## config.mk

```make
export PLATFORM = sky130hd
export DESIGN_NAME = jls_cell
export DESIGN_NICKNAME = d
export VERILOG_FILES = /design/src/rtl/jls_pkg.sv /design/src/rtl/jls_cell.sv
export SDC_FILE = /design/constraint.sdc
export NUM_CORES = 1
export LEC_CHECK = 0
export BUFFER_PORTS_ARGS = -buffer_cell sky130_fd_sc_hd__buf_2
export CAP_MARGIN = 0
export CORE_UTILIZATION = 35
export DETAILED_ROUTE_END_ITERATION = 8
export PLACE_DENSITY = 0.66
export SLEW_MARGIN = 20
export SYNTH_ARGS = -nofsm -noshare
export SYNTH_HDL_FRONTEND = slang
export SYNTH_SLANG_ARGS = --single-unit
```

## constraint.sdc

```tcl
create_clock -name clock -period 2 [get_ports clock]
set_clock_uncertainty 0.15 [all_clocks]
set_input_delay 0.3 -clock clock [delete_from_list [all_inputs] [get_ports clock]]
set_output_delay 0.3 -clock clock [all_outputs]
set_load 0.1 [all_outputs]
```

## src/rtl/jls_pkg.sv

```systemverilog
package jls_pkg;

   localparam int MAX_DIM = 16;
   localparam int IDX_W = $clog2(MAX_DIM);
   localparam int N_W = $clog2(MAX_DIM + 1);
   localparam int SEQ_W = $clog2(MAX_DIM + 2);
   localparam int ADDR_W = $clog2(MAX_DIM * MAX_DIM);

   localparam int CMD_W = 2;
   localparam int ROW_W = 4;
   localparam int COL_W = 4;
   localparam int VALUE_W = 32;
   localparam int INDEX_W = 4;
   localparam int STATUS_W = 2;
   localparam int SWEEPS_W = 16;

   localparam int DIM_W = 5;
   localparam int ITER_W = 16;
   localparam int THR_W = 63;
   localparam int CSR_IDX_W = 3;
   localparam int CSR_DATA_W = 63;

   localparam int ACC_W = 56;
   localparam int NORM_W = 64;
   localparam int DVD_W = 63;
   localparam int DVS_W = 32;

   localparam logic [CMD_W-1:0] CMD_MATRIX = 2'd0;
   localparam logic [CMD_W-1:0] CMD_RHS = 2'd1;
   localparam logic [CMD_W-1:0] CMD_GUESS = 2'd2;
   localparam logic [CMD_W-1:0] CMD_START = 2'd3;

   localparam logic [STATUS_W-1:0] STATUS_CONVERGED = 2'd0;
   localparam logic [STATUS_W-1:0] STATUS_LIMIT = 2'd1;
   localparam logic [STATUS_W-1:0] STATUS_DIVERGED = 2'd2;
   localparam logic [STATUS_W-1:0] STATUS_ZERO_PIVOT = 2'd3;

   localparam logic [CSR_IDX_W-1:0] CSR_DIMENSION = 3'd0;
   localparam logic [CSR_IDX_W-1:0] CSR_MAX_ITERATIONS = 3'd1;
   localparam logic [CSR_IDX_W-1:0] CSR_THRESHOLD_SQ = 3'd2;
   localparam logic [CSR_IDX_W-1:0] CSR_CHECK_INTERVAL = 3'd3;
   localparam logic [CSR_IDX_W-1:0] CSR_DIVERGENCE_LIMIT = 3'd4;

   typedef struct packed {
      logic load_x;
      logic load_rhs;
      logic shift_x;
      logic shift_next;
      logic shift_rhs;
      logic copy;
   } cell_ctrl_type;

   function automatic logic [NORM_W-1:0] sq_sat(input logic signed [VALUE_W:0] d);
      logic [VALUE_W:0] mag;
      mag = d[VALUE_W] ? (VALUE_W+1)'(-d) : (VALUE_W+1)'(d);
      if (mag[VALUE_W]) begin
         return '1;
      end
      return NORM_W'(mag[VALUE_W-1:0]) * NORM_W'(mag[VALUE_W-1:0]);
   endfunction

   function automatic logic [NORM_W-1:0] add_sat(input logic [NORM_W-1:0] a,
                                                 input logic [NORM_W-1:0] b);
      logic [NORM_W:0] s;
      s = {1'b0, a} + {1'b0, b};
      return s[NORM_W] ? '1 : s[NORM_W-1:0];
   endfunction

endpackage

```

## src/rtl/jls_cell.sv

```systemverilog
module jls_cell (
   input  logic                           clock,
   input  jls_pkg::cell_ctrl_type         ctrl,
   input  logic                           sel,
   input  logic signed [jls_pkg::VALUE_W-1:0] load_value,
   input  logic signed [jls_pkg::VALUE_W-1:0] x_in,
   input  logic signed [jls_pkg::VALUE_W-1:0] next_in,
   input  logic signed [jls_pkg::VALUE_W-1:0] rhs_in,
   output logic signed [jls_pkg::VALUE_W-1:0] x_out,
   output logic signed [jls_pkg::VALUE_W-1:0] next_out,
   output logic signed [jls_pkg::VALUE_W-1:0] rhs_out
);
   import jls_pkg::*;

   logic signed [VALUE_W-1:0] x_ff;
   logic signed [VALUE_W-1:0] next_ff;
   logic signed [VALUE_W-1:0] rhs_ff;

   always_ff @(posedge clock) begin
      if (ctrl.copy) begin
         x_ff <= next_ff;
      end else if (ctrl.load_x && sel) begin
         x_ff <= load_value;
      end else if (ctrl.shift_x) begin
         x_ff <= x_in;
      end
      if (ctrl.shift_next) begin
         next_ff <= next_in;
      end
      if (ctrl.load_rhs && sel) begin
         rhs_ff <= load_value;
      end else if (ctrl.shift_rhs) begin
         rhs_ff <= rhs_in;
      end
   end

   assign x_out = x_ff;
   assign next_out = next_ff;
   assign rhs_out = rhs_ff;

endmodule

```

## Word level (Yosys, flattened, before mapping)

Cells that the tools add are included.

| operators by class | value |
|---|---|
| mux-type cells | 5 |
| reduce and logical (&&, ||, !) cells | 4 |

Operator list:

| kind | count |
|---|---|
| 2-to-1 mux 32 bit | 5 |
| nonzero test 3 bit | 1 |
| logical AND 1 bit | 2 |
| nonzero test 2 bit | 1 |

| storage, ports and cells | value |
|---|---|
| output and inout bits | 96 |
| register bits | 96 |
| logic and storage cells | 12 |

## Logic depth before layout (Yosys ltp)

| depth | value |
|---|---|
| word-level depth | 3 |
| gate-level depth with buffers | 4 |
| depth with buffers taken out | 2 |

## Worst setup path after synthesis

Ideal clock, no wire load.

| timing | value |
|---|---|
| path type | input port to flip-flop |
| start | input port sel |
| end | register rhs_ff[0], in the netlist rhs_out[0] (enable) |
| required time | 1.456 ns |
| arrival | 1.419 ns |
| path slack | 0.037 ns |
| stages on the path | 4 |
| setup time | 0.394 ns |
| buffers on the path | 2 |
| cells stage by stage | buf_4 nand2_4 buf_6 nand2b_1 |

| between the ends | value |
|---|---|
| cells in the longest elaborated chain, start to end | 2 |

Ends and longest elaborated chain:

| what | RTL line | source |
|---|---|---|
| from (decl) | jls_cell.sv:4 | `input logic sel,` |
| logical AND 1 bit | jls_cell.sv:30 | `if (ctrl.load_rhs && sel) begin` |
| nonzero test 2 bit (no line) | - |  |
| to (signal assigned) | jls_cell.sv:31 | `rhs_ff <= load_value;` |
| to (signal assigned) | jls_cell.sv:33 | `rhs_ff <= rhs_in;` |
| to (decl) | jls_cell.sv:17 | `logic signed [VALUE_W-1:0] rhs_ff;` |

Every way passes these cells.
A chain may end at the register's enable or synchronous reset.

## Worst setup path in the final report

| timing | value |
|---|---|
| start | register next_ff[25], in the netlist next_out[25] |
| end | output port next_out[25] in the netlist's numbering |

RTL lines:

| what | RTL line | source |
|---|---|---|
| from (decl) | jls_cell.sv:16 | `logic signed [VALUE_W-1:0] next_ff;` |
| from (signal assigned) | jls_cell.sv:28 | `next_ff <= next_in;` |
| to (decl) | jls_cell.sv:10 | `output logic signed [jls_pkg::VALUE_W-1:0] next_out,` |

No word-level cell between the ends.

==> key figures <==
Setup path
  • Reg-to-Reg Start: next_out[14]$_DFFE_PP_
  • Critical Path End: next_out[25]
  • Worst setup SP type: flip-flop
  • RR Endpoint: x_out[14]$_DFFE_PP_
  • Worst path max stage delay: about 0.44 ns
  • Setup crit end kind: output port
  • WP depth: 1
  • Buf/Inv on CP: 1
  • Worst path slowest cell: buf_2
  • CP max FO: 2
  • CP cell instances: buf_2
  • Reg-to-reg slack, setup: ~0.95 ns
  • Crit-path leading delay family: buffers and inverters
  • CP startpoint: next_out[25]$_DFFE_PP_
  • Critical path class: reg2out
  • WP data arrival: roughly 1.2 ns
  • Critical Path RT: 1.55 ns
  • R2R depth: 2

Synthesis
  • Top cell type by total area after synthesis: edfxtp_1
  • Synth Area per Inst: about 17 um2
  • Post-synth EDFFs: 96
  • Most frequent cell after synthesis: edfxtp_1
  • Synth top area share: between 60 and 70%
  • Share of the yosys chip area belonging to registers: between 60% and 70%
  • Cells after Synth: approximately 280
  • Unique cell type count in the Yosys netlist: 20
  • Top cells by count, synth: edfxtp_1, inv_1, nand2_1, nand4b_1, mux2_4
  • Top FF cell, synth: edfxtp_1
  • Synth Cell Area: around 0.0047 mm2
  • Fraction of registers with async set/reset: 0%
  • Syn Nets: 420
  • Synthesis-stage register bit count: 96
  • Synth top area cells: edfxtp_1, mux2_4, o311ai_2
  • Synth warnings: 0

Pwr
  • Pwr per Cell Area: 999 mW/mm2
  • Leakage: just under 3 nW
  • Worst VDD drop: roughly 0.00036 V

STA
  • Setup Viol. Count Final: 0
  • Final WS setup: between 0.3 and 0.4 ns
  • Final Hold Fails: 0
  • RSZ-0062 raised after global routing: false
  • Fin Setup TNS: 0 ns
  • FMAX: between 0.6 and 0.7 GHz
  • Min Clock Period, post-route: between 1.5 and 2 ns
  • Worst-Margin Slew: roughly 0.52 ns
  • Max-slew headroom: about two thirds
  • Fin. max-slew vios: 0
  • Fin crit share: 80.5%

Drt
  • Overall routed net length: between 10 and 15 mm
  • Vias: about 3500
  • Max layer used: met4
  • Detail Route met2 WL: ~6.4 mm
  • Wl on met1: a little under 5 mm
  • Metal3 WL: about 720 um
  • Avg WL per Cell: around 17 um
  • DR pass1 iterations: 4
  • Routed vias/inst: about 4.8
  • DRC violations left: 0
  • Final ANT Viol Nets: 0
  • Initial DRC count: 170

CTS
  • H-tree levels: 3
  • Postcts setup bufs: 0
  • CTS buffer count: 9
  • CTS root buf: clkbuf_16
  • TritonCTS clock tree: built
  • Clk sink count: 96
  • Clk slew on worst S/H paths: 0.07 ns
  • Clk Latency, worst-skew pair: 0.34 ns
  • Resized Gates After CTS: 0
  • Clock Path Buffers: 2

Placed design
  • DP Cell Count: a little under 700
  • PortBufs: roughly 230
  • Routability Congestion: roughly 0.85
  • Post-Place Worst Slack: roughly 0.35 ns
  • Detail Placement HPWL: approximately 9.1 mm

Global routing
  • Antenna violations before repair: 0
  • Total track usage: between 10% and 20%
  • Vias in the first global route: about 3700
  • Pin count of the biggest net entering global routing: 56
  • Global-route wire length before repair: roughly 19 mm
  • Final global-route overflow total: 0

Die
  • Placement row count: 41
  • Core area: between 0.01 and 0.015 mm2
  • # IOs: about 230
  • Starting density of the core: 36.5%
  • Die width: between 100 and 150 um
  • Die ar.: between 0.01 and 0.015 mm2
  • Die Span Y: between 100 and 150 um

Min path
  • Worst hold path cell count: 2
  • Hold Path Class: in2reg

Finish
  • Area delta synth->final: 41.9%
  • Fin cells: between 700 and 800
  • Layout cells sized above 1: ~58%
  • Final nets: 684
  • Diode count: 0

Status
  • Outcome: complete, no violations

Flow run
  • Maxcap violations: 0
## where the power goes
part           internal, mW  total [mW]  switching (mW)  leakage (nW)
Combinational         0.471        2.33            1.86          1.84
Sequential             2.46        2.53          0.0686         0.969
Clock                  1.09        1.79           0.703         0.149
Total                  4.02        6.65            2.63          2.96
## flip-flops by register name, summed over array words and instances (netlist names)
signal,flops
rhs_out,32
x_out,32
next_out,32
## logic make-up (layout without fill, tap and decap cells)
| kind of cell | count (synthesis) | after routing | share of synthesized area (%) |
|---|---|---|---|
| compound gates | 32 | 32 | 12.9 |
| buf+inv | 56 | 324 | 6.33 |
| flops | 96 | 96 | 61.5 |
| mux | 32 | 32 | 10.0 |
| simple gates | 68 | 68 | 9.24 |
## layout by cell type, fill, tap and decap left out, drive strengths merged
cell type | Yosys | layout
buf | 16 | 245
edfxtp | 96 | 96
nand2 | 33 | 33
inv | 32 | 32
nand4b | 32 | 32
dlygate4sd3 | 0 | 32
mux2 | 32 | 32
o311ai | 32 | 32
clkbuf | 8 | 11
bufinv | 0 | 2
clkinv | 0 | 2
and2 | 1 | 1
or3 | 1 | 1
nand2b | 1 | 1
## through the flow
stage	hold WS, ns	power, mW	utilization [%]	area (um2)
after global routing	0.0878	6.84	51.9	6650
final	0.0984	6.65	51.9	6650
after CTS	0.0802	6.70	51.9	6650
after detailed placement	0.329	4.86	47.0	6030
after global placement	0.327	4.84	47.0	6030
after floorplan	0.249	4.43	-	4690
## worst min-delay path by stage
stage,startpoint,end,slack [ns]
finish,rhs_in[1],rhs_out[1]$_DFFE_PP_,0.1
detailed placement,next_in[6],next_out[6]$_DFFE_PP_,0.33
global route,rhs_in[1],rhs_out[1]$_DFFE_PP_,0.09
CTS,rhs_in[1],rhs_out[1]$_DFFE_PP_,0.08
floorplan,next_in[0],next_out[0]$_DFFE_PP_,0.25
global placement,next_in[10],next_out[10]$_DFFE_PP_,0.33
## final cells by class
| type | instances | area (um2) |
|---|---|---|
| well taps | 172 | 215 |
| multi-input cells | 132 | 1510 |
| clock buffers | 11 | 233 |
| clock inverters | 4 | 70.1 |
| inverters | 32 | 120 |
| repair buffers | 277 | 1620 |
| flip-flops and latches | 96 | 2880 |
| fillers | 1110 | 6170 |
## layer usage
| metal | vias to the layer above | GRT usage [%] |
|---|---|---|
| met2 | 140 | 31.7 |
| met3 | 19 | 3.83 |
| met4 | 0 | 7.77 |
| li1 | 1624 | - |
| met5 | - | 0 |
| met1 | 1670 | 20.3 |
## repair_timing
item,4_1_cts,5_1_grt
hold buffers,32,0
endpoints found under the setup margin,0,0
hold endpoints to repair,32,0
No activity file was read; power rests on OpenSTA's default activity.
