## src/rtl/jls_pkg.sv

```systemverilog
package jls_pkg;

   localparam int MAX_DIM = 16;
   localparam int IDX_W = $clog2(MAX_DIM);
   localparam int N_W = $clog2(MAX_DIM + 1);
   localparam int SEQ_W = $clog2(MAX_DIM + 2);
   localparam int ADDR_W = $clog2(MAX_DIM * MAX_DIM);

   localparam int CMD_W = 2;
   localparam int ROW_W = 4;
   localparam int COL_W = 4;
   localparam int VALUE_W = 32;
   localparam int INDEX_W = 4;
   localparam int STATUS_W = 2;
   localparam int SWEEPS_W = 16;

   localparam int DIM_W = 5;
   localparam int ITER_W = 16;
   localparam int THR_W = 63;
   localparam int CSR_IDX_W = 3;
   localparam int CSR_DATA_W = 63;

   localparam int ACC_W = 56;
   localparam int NORM_W = 64;
   localparam int DVD_W = 63;
   localparam int DVS_W = 32;

   localparam logic [CMD_W-1:0] CMD_MATRIX = 2'd0;
   localparam logic [CMD_W-1:0] CMD_RHS = 2'd1;
   localparam logic [CMD_W-1:0] CMD_GUESS = 2'd2;
   localparam logic [CMD_W-1:0] CMD_START = 2'd3;

   localparam logic [STATUS_W-1:0] STATUS_CONVERGED = 2'd0;
   localparam logic [STATUS_W-1:0] STATUS_LIMIT = 2'd1;
   localparam logic [STATUS_W-1:0] STATUS_DIVERGED = 2'd2;
   localparam logic [STATUS_W-1:0] STATUS_ZERO_PIVOT = 2'd3;

   localparam logic [CSR_IDX_W-1:0] CSR_DIMENSION = 3'd0;
   localparam logic [CSR_IDX_W-1:0] CSR_MAX_ITERATIONS = 3'd1;
   localparam logic [CSR_IDX_W-1:0] CSR_THRESHOLD_SQ = 3'd2;
   localparam logic [CSR_IDX_W-1:0] CSR_CHECK_INTERVAL = 3'd3;
   localparam logic [CSR_IDX_W-1:0] CSR_DIVERGENCE_LIMIT = 3'd4;

   typedef struct packed {
      logic load_x;
      logic load_rhs;
      logic shift_x;
      logic shift_next;
      logic shift_rhs;
      logic copy;
   } cell_ctrl_type;

   function automatic logic [NORM_W-1:0] sq_sat(input logic signed [VALUE_W:0] d);
      logic [VALUE_W:0] mag;
      mag = d[VALUE_W] ? (VALUE_W+1)'(-d) : (VALUE_W+1)'(d);
      if (mag[VALUE_W]) begin
         return '1;
      end
      return NORM_W'(mag[VALUE_W-1:0]) * NORM_W'(mag[VALUE_W-1:0]);
   endfunction

   function automatic logic [NORM_W-1:0] add_sat(input logic [NORM_W-1:0] a,
                                                 input logic [NORM_W-1:0] b);
      logic [NORM_W:0] s;
      s = {1'b0, a} + {1'b0, b};
      return s[NORM_W] ? '1 : s[NORM_W-1:0];
   endfunction

endpackage

```

## src/rtl/jls_div.sv

```systemverilog
module jls_div (
   input  logic                        clock,
   input  logic                        reset,
   input  logic                        start,
   input  logic [jls_pkg::DVD_W-1:0]   dividend,
   input  logic [jls_pkg::DVS_W-1:0]   divisor,
   output logic                        busy,
   output logic                        done,
   output logic [jls_pkg::DVD_W-1:0]   quotient
);
   import jls_pkg::*;

   localparam int CNT_W = $clog2(DVD_W);

   logic busy_ff;
   logic done_ff;
   logic [CNT_W-1:0] cnt_ff;
   logic [DVS_W-1:0] rem_ff;
   logic [DVS_W-1:0] dsr_ff;
   logic [DVD_W-1:0] quo_ff;
   logic [DVS_W:0] trial;
   logic fit;

   always_comb begin
      trial = {rem_ff, quo_ff[DVD_W-1]};
      fit = trial >= {1'b0, dsr_ff};
   end

   always_ff @(posedge clock) begin
      if (reset) begin
         busy_ff <= 1'b0;
         done_ff <= 1'b0;
      end else begin
         done_ff <= 1'b0;
         if (start) begin
            busy_ff <= 1'b1;
            cnt_ff <= CNT_W'(DVD_W - 1);
            rem_ff <= '0;
            dsr_ff <= divisor;
            quo_ff <= dividend;
         end else if (busy_ff) begin
            rem_ff <= fit ? DVS_W'(trial - {1'b0, dsr_ff}) : DVS_W'(trial);
            quo_ff <= {quo_ff[DVD_W-2:0], fit};
            cnt_ff <= cnt_ff - 1'b1;
            if (cnt_ff == '0) begin
               busy_ff <= 1'b0;
               done_ff <= 1'b1;
            end
         end
      end
   end

   assign busy = busy_ff;
   assign done = done_ff;
   assign quotient = quo_ff;

endmodule

```

## config.mk

```make
export PLATFORM = sky130hd
export DESIGN_NAME = jls_div
export DESIGN_NICKNAME = d
export VERILOG_FILES = /design/src/rtl/jls_pkg.sv /design/src/rtl/jls_div.sv
export SDC_FILE = /design/constraint.sdc
export NUM_CORES = 1
export LEC_CHECK = 0
export ABC_AREA = 1
export BUFFER_PORTS_ARGS = -buffer_cell sky130_fd_sc_hd__buf_2
export CORE_ASPECT_RATIO = 1.5
export CORE_UTILIZATION = 39
export CTS_BUF_LIST = sky130_fd_sc_hd__clkbuf_2 sky130_fd_sc_hd__clkbuf_4 sky130_fd_sc_hd__clkbuf_8
export CTS_CLUSTER_SIZE = 16
export DETAILED_ROUTE_END_ITERATION = 16
export PLACE_DENSITY = 0.6
export SYNTH_ARGS = -nofsm -noshare
export SYNTH_HDL_FRONTEND = slang
export SYNTH_SLANG_ARGS = --single-unit
```

## constraint.sdc

```tcl
create_clock -name clock -period 7.75 [get_ports clock]
set_input_delay 0.775 -clock clock [delete_from_list [all_inputs] [get_ports clock]]
set_output_delay 0.775 -clock clock [all_outputs]
set_load 0.02 [all_outputs]
```

======== Word level (Yosys, flattened, before mapping) ========
Index checks and enable logic that the tools add are counted.
word-level totals
  register bits ........................... 135
  input bits .............................. 98
operators by class
  $add $sub $neg .......................... 2
  $lt $le $gt $ge ......................... 1
  multiplexer cells ....................... 9
  bitwise gates (word level) .............. 2
  reduce and logical (&&, ||, !) cells .... 5
operators by type and width
  cell                                                                count
  63-bit 2-to-1 mux                                                   2
  32-bit 2-to-1 mux                                                   2
  33-bit by 32-bit >= comparator with 1-bit output                    1
  32-bit subtractor                                                   1
  6-bit zero test                                                     1
  6-bit 2-to-1 mux                                                    1
  6-bit by 1-bit subtractor with 6-bit output, second input constant  1
  1-bit 2-to-1 mux                                                    4
  2-bit AND reduction                                                 2
  3-bit OR reduction                                                  1
  1-bit NOT                                                           2
  2-bit nonzero test                                                  1

======== Depth between registers and ports, before layout ========
  depth after elaboration ................. 4
  depth in mapped cells ................... 17

======== Worst setup path after synthesis ========
No wires, ideal clock.
  path kind ............................... in2reg
  start ................................... in start
  end ..................................... reg cnt_ff[0], enable pin
  library setup time ...................... 0.597 ns
  arrival ................................. 6.124 ns
  data required time ...................... 7.153 ns
  setup slack ............................. 1.029 ns
  cell stages on the path ................. 4
  path through ............................ clkbuf_1 inv_2 clkbuf_1 a21oi_1
on the way
  cells in the longest elaborated chain, start to end .. 2
RTL lines
  element                               RTL line       RTL
  from (decl)                           jls_div.sv:4   input logic start,
  2-bit nonzero test (no source line)   --
  2-bit AND reduction (no source line)  --
  to (signal assigned)                  jls_div.sv:37  cnt_ff <= CNT_W'(DVD_W - 1);
  to (signal assigned)                  jls_div.sv:44  cnt_ff <= cnt_ff - 1'b1;
  to (decl)                             jls_div.sv:17  logic [CNT_W-1:0] cnt_ff;
No other way between the ends.
A chain may end at the register's enable or synchronous reset.

======== Worst setup path in the final report ========
  start ................................... reg rem_ff[2]
  end ..................................... reg quo_ff[0] (netlist: quotient[0]) (data pin)
on the way
  cells in the longest elaborated chain, start to end .. 3
RTL lines
  element                                           RTL line       RTL
  from (decl)                                       jls_div.sv:18  logic [DVS_W-1:0] rem_ff;
  from (signal assigned)                            jls_div.sv:42  rem_ff <= fit ? DVS_W'(trial - {1'b0, dsr_ff}) : DVS_W'(trial);
  33-bit by 32-bit >= comparator with 1-bit output  jls_div.sv:26  fit = trial >= {1'b0, dsr_ff};
  63-bit 2-to-1 mux                                 jls_div.sv:41  end else if (busy_ff) begin
  63-bit 2-to-1 mux                                 jls_div.sv:35  if (start) begin
  to (signal assigned)                              jls_div.sv:40  quo_ff <= dividend;
  to (signal assigned)                              jls_div.sv:43  quo_ff <= {quo_ff[DVD_W-2:0], fit};
  to (decl)                                         jls_div.sv:20  logic [DVD_W-1:0] quo_ff;
No other way between the ends. The select of a mux whose other input is x is not followed.

==> qor.csv <==
stage;metric;value;unit
timing;Fmax;367;MHz
placement;Final Wtd Congestion;0.953;
timing;Tcrit/Tclk final;35.1;%
cells_and_area;antenna diode count;0;
cells_and_area;area occupied by multi-input gates;3570;µm²
yosys;sequential area share after synthesis;48.1;%
floorplan;I/O pins;163;
grt;initial antenna violation count;0;
floorplan;DIE AREA;22100;µm²
clock_network;H-tree depth;4;
floorplan;core area;21100;µm²
yosys;Synth Area in Compound Gates;1.73;%
pwr;PD cells;203;nW/µm²
placement;Final HPWL DP;16400;µm
yosys;XOR/XNOR Fraction of Synth Area;1.57;%
yosys;largest area contributor in the netlist;edfxtp_1;
clock_network;clock transition at the registers of the reported paths;80;ps
cells_and_area;area grow syn2layout;17.1;%
worst_hold_path;HP Class;in2reg;
yosys;syn nets;1239;
timing;fin. max-slew vios;0;
routing;DR vias;7037;
yosys;Synth Cell Area;8390;µm²
floorplan;starting density of the core;39.8;%
worst_hold_path;Worst Hold Launch;divisor[2];
clock_network;clock tree buffer depth;2;
timing;slew at the pin closest to its max-slew limit;1030;ps
flow_run;Max Cap Violations;0;
cells_and_area;Reg area;4030;µm²
critical_path;critical setup path kind;reg2reg;
yosys;Simple-Gate Fraction of Synth Area;33.8;%
grt;vias in the first global route;7046;
clock_network;Root Driver;clkbuf_8;
yosys;Mean Syn Cell Area;7.59;µm²
placement;IO Port Bufs;162;
pwr;LEAKAGE;5.13;nW
yosys;synthesized instance count;1106;
yosys;synthesized flop and latch total;135;
routing;drt first-iter violations;272;
outcome;status;finished clean;
clock_network;Post-CTS Setup Inserts;0;
grt;GRT Util Overall;20.9;%
yosys;multiplexer area fraction after synthesis;0;%
yosys;adder-cell area share of the yosys netlist;5.31;%
yosys;Yosys top cell area share;47.6;%
clock_network;CTS tree;yes;
cells_and_area;Non-Filler Instances;1546;
yosys;Yosys warnings;0;
clock_network;clock sink count;135;
timing;final setup violation count;0;
grt;GRT overflow;0;
routing;Remaining DRCs;0;
timing;unrepaired setup endpoints after global routing;no;
critical_path;r2r endpoint;quotient[0];
critical_path;WP data arrival;2930;ps
routing;Via-to-Cell Ratio;4.55;
clock_network;hold buffers post-CTS;0;
timing;final worst path period need;2720;ps
routing;WL/cell;14.2;µm
critical_path;Setup crit start kind;register;
yosys;Main synth FF type;edfxtp_1;
critical_path;reg2reg start;rem_ff[2];
routing;final WL;21900;µm
floorplan;Die Height;182;µm
critical_path;Required @ worst endpoint;7960;ps
cells_and_area;Total Nets Final;1398;
placement;DP Worst Slack;4870;ps
yosys;number of flops mapped to enable cells by yosys;133;
critical_path;R2R setup slack;5030;ps
placement;Post-Place Cells;1514;
routing;ANT nets after route;0;
timing;Setup WS post-layout;5030;ps
yosys;ranking of synthesized cells by area;edfxtp_1 (48%), nand2_1 (22%), inv_1 (7.8%), ha_1 (5.1%), nor2_1 (5.1%);
critical_path;Max Fanout on Critical Path;25;
worst_hold_path;Worst Hold End;dsr_ff[2];
grt;largest net degree at the start of global routing;97;
cells_and_area;fillcell total;2180;
grt;global-route wire length before repair;35100;µm
worst_hold_path;hold depth;1;
yosys;Synth async-reset ratio;0;%
critical_path;reg2reg path depth;13;
critical_path;Critical Path End Type;register;
timing;clk_skew;8.07;ps
timing;relative slew slack;31.4;%
routing;TritonRoute pass-1 iters;4;
clock_network;clock buffer count from CTS;17;
yosys;Netlist cell types;34;
cells_and_area;fraction of layout cells with a size suffix above 1;17.1;%
floorplan;Core Rows;65;
timing;Fin. Hold Viols;0;
clock_network;Worst-Skew Late Latency;470;ps
pwr;Max VDD drop;0.123;mV
floorplan;Die W;122;µm
clock_network;post_cts resized;0;
yosys;largest family of logic cells by synthesized area;simple AND/OR/NAND/NOR gates;
timing;TNS Setup;0;ps
-- stage by stage --
stage | area (µm²) | total power [mW] | hold slack (ps) | utilization [%]
floorplan | 8390 | 1.30 | 531 | -
global placement | 9460 | 1.44 | 516 | 44.9
detailed placement | 9460 | 1.44 | 522 | 44.9
CTS | 9830 | 2.02 | 438 | 46.7
global route | 9830 | 2.11 | 450 | 46.7
finish | 9830 | 1.99 | 469 | 46.7
-- cell usage in the layout, fill, tap and decap left out, types with 2 or more instances in the layout --
cell	synthesis	final
nand2_1	488	488
nand2_2	3	3
clkbuf_8	0	17
nand3_1	33	33
buf_4	0	4
xor2_1	14	14
edfxtp_1	133	133
nor2_1	113	112
a21oi_1	22	21
clkbuf_4	0	2
nand4_1	6	6
inv_1	174	174
inv_2	4	4
nor2_2	4	4
buf_2	6	162
and2_1	10	10
clkinvlp_4	0	7
dfxtp_1	2	2
ha_1	34	34
o21ai_0	3	3
nand3b_1	23	23
inv_6	0	3
-- where the power goes --
part,total (mW),switching (mW),internal [mW]
clock,0.569,0.307,0.262
sequential,0.902,0.0272,0.875
combinational,0.523,0.345,0.178
total,1.99,0.679,1.31
-- area by class of cell --
| class | count | share of cell area, % |
|---|---|---|
| tap | 268 | 3.41 |
| clock buffer | 19 | 2.53 |
| multi-input combinational | 766 | 36.4 |
| clock inverter | 13 | 1.25 |
| timing repair buffer | 166 | 8.55 |
| sequential | 135 | 41.0 |
| inverter | 179 | 6.86 |
-- metal layers --
layer / track usage, % / share of wire, % / up-vias
met5: 0 / 0 / -
met4: 9.63 / 3.7 / 0
met3: 5.24 / 5.4 / 41
met2: 38.1 / 52 / 192
met1: 22.0 / 39 / 3077
li1: - / - / 3727
-- Yosys cell counts, types with 10 or more instances --
master,n
edfxtp_1,133
inv_1,174
nand2_1,488
nor2_1,113
nand3b_1,23
xor2_1,14
ha_1,34
nand3_1,33
clkbuf_1,14
and2_1,10
a21oi_1,22
-- cell families (layout without fill, tap and decap cells) --
group                      Yosys count  in the layout
AOI/OAI and AO/OA                   28             28
xor gates and xnor gates            15             15
adders and majority gates           35             35
buffers and inverters              205            377
DFF                                135            135
and+or+nand+nor                    688            688
-- worst max-delay path by stage --
| stage | from | end | slack [ps] | cells after the start |
|---|---|---|---|---|
| 3_3_place_gp | start | dsr_ff[19] | 4910 | 4 |
| 6_report | rem_ff[2] | quotient[0] | 5030 | 13 |
| 4_1_cts | rem_ff[2] | quotient[0] | 5010 | 13 |
| 2_1_floorplan | start | cnt_ff[0] | 1030 | 4 |
| 5_1_grt | rem_ff[2] | quotient[0] | 4810 | 13 |
| 3_5_place_dp | start | dsr_ff[19] | 4870 | 4 |
-- critical path, cell delays in order (launching register included) --
cell	delay, ps
edfxtp_1	400
ha_1	380
nand2_1	150
inv_1	50
nand2_1	80
nand2_1	50
nand2_1	60
nand3_2	150
nand2_1	150
nand2_2	90
nand2_4	300
nand2_8	170
inv_4	300
o21ai_1	90
-- flip-flops by register name, indices dropped and copies added, names as in the netlist --
register  cells
quotient     63
cnt_ff        6
busy          1
done          1
rem_ff       32
dsr_ff       32
Power figures use the tool's default switching activity.
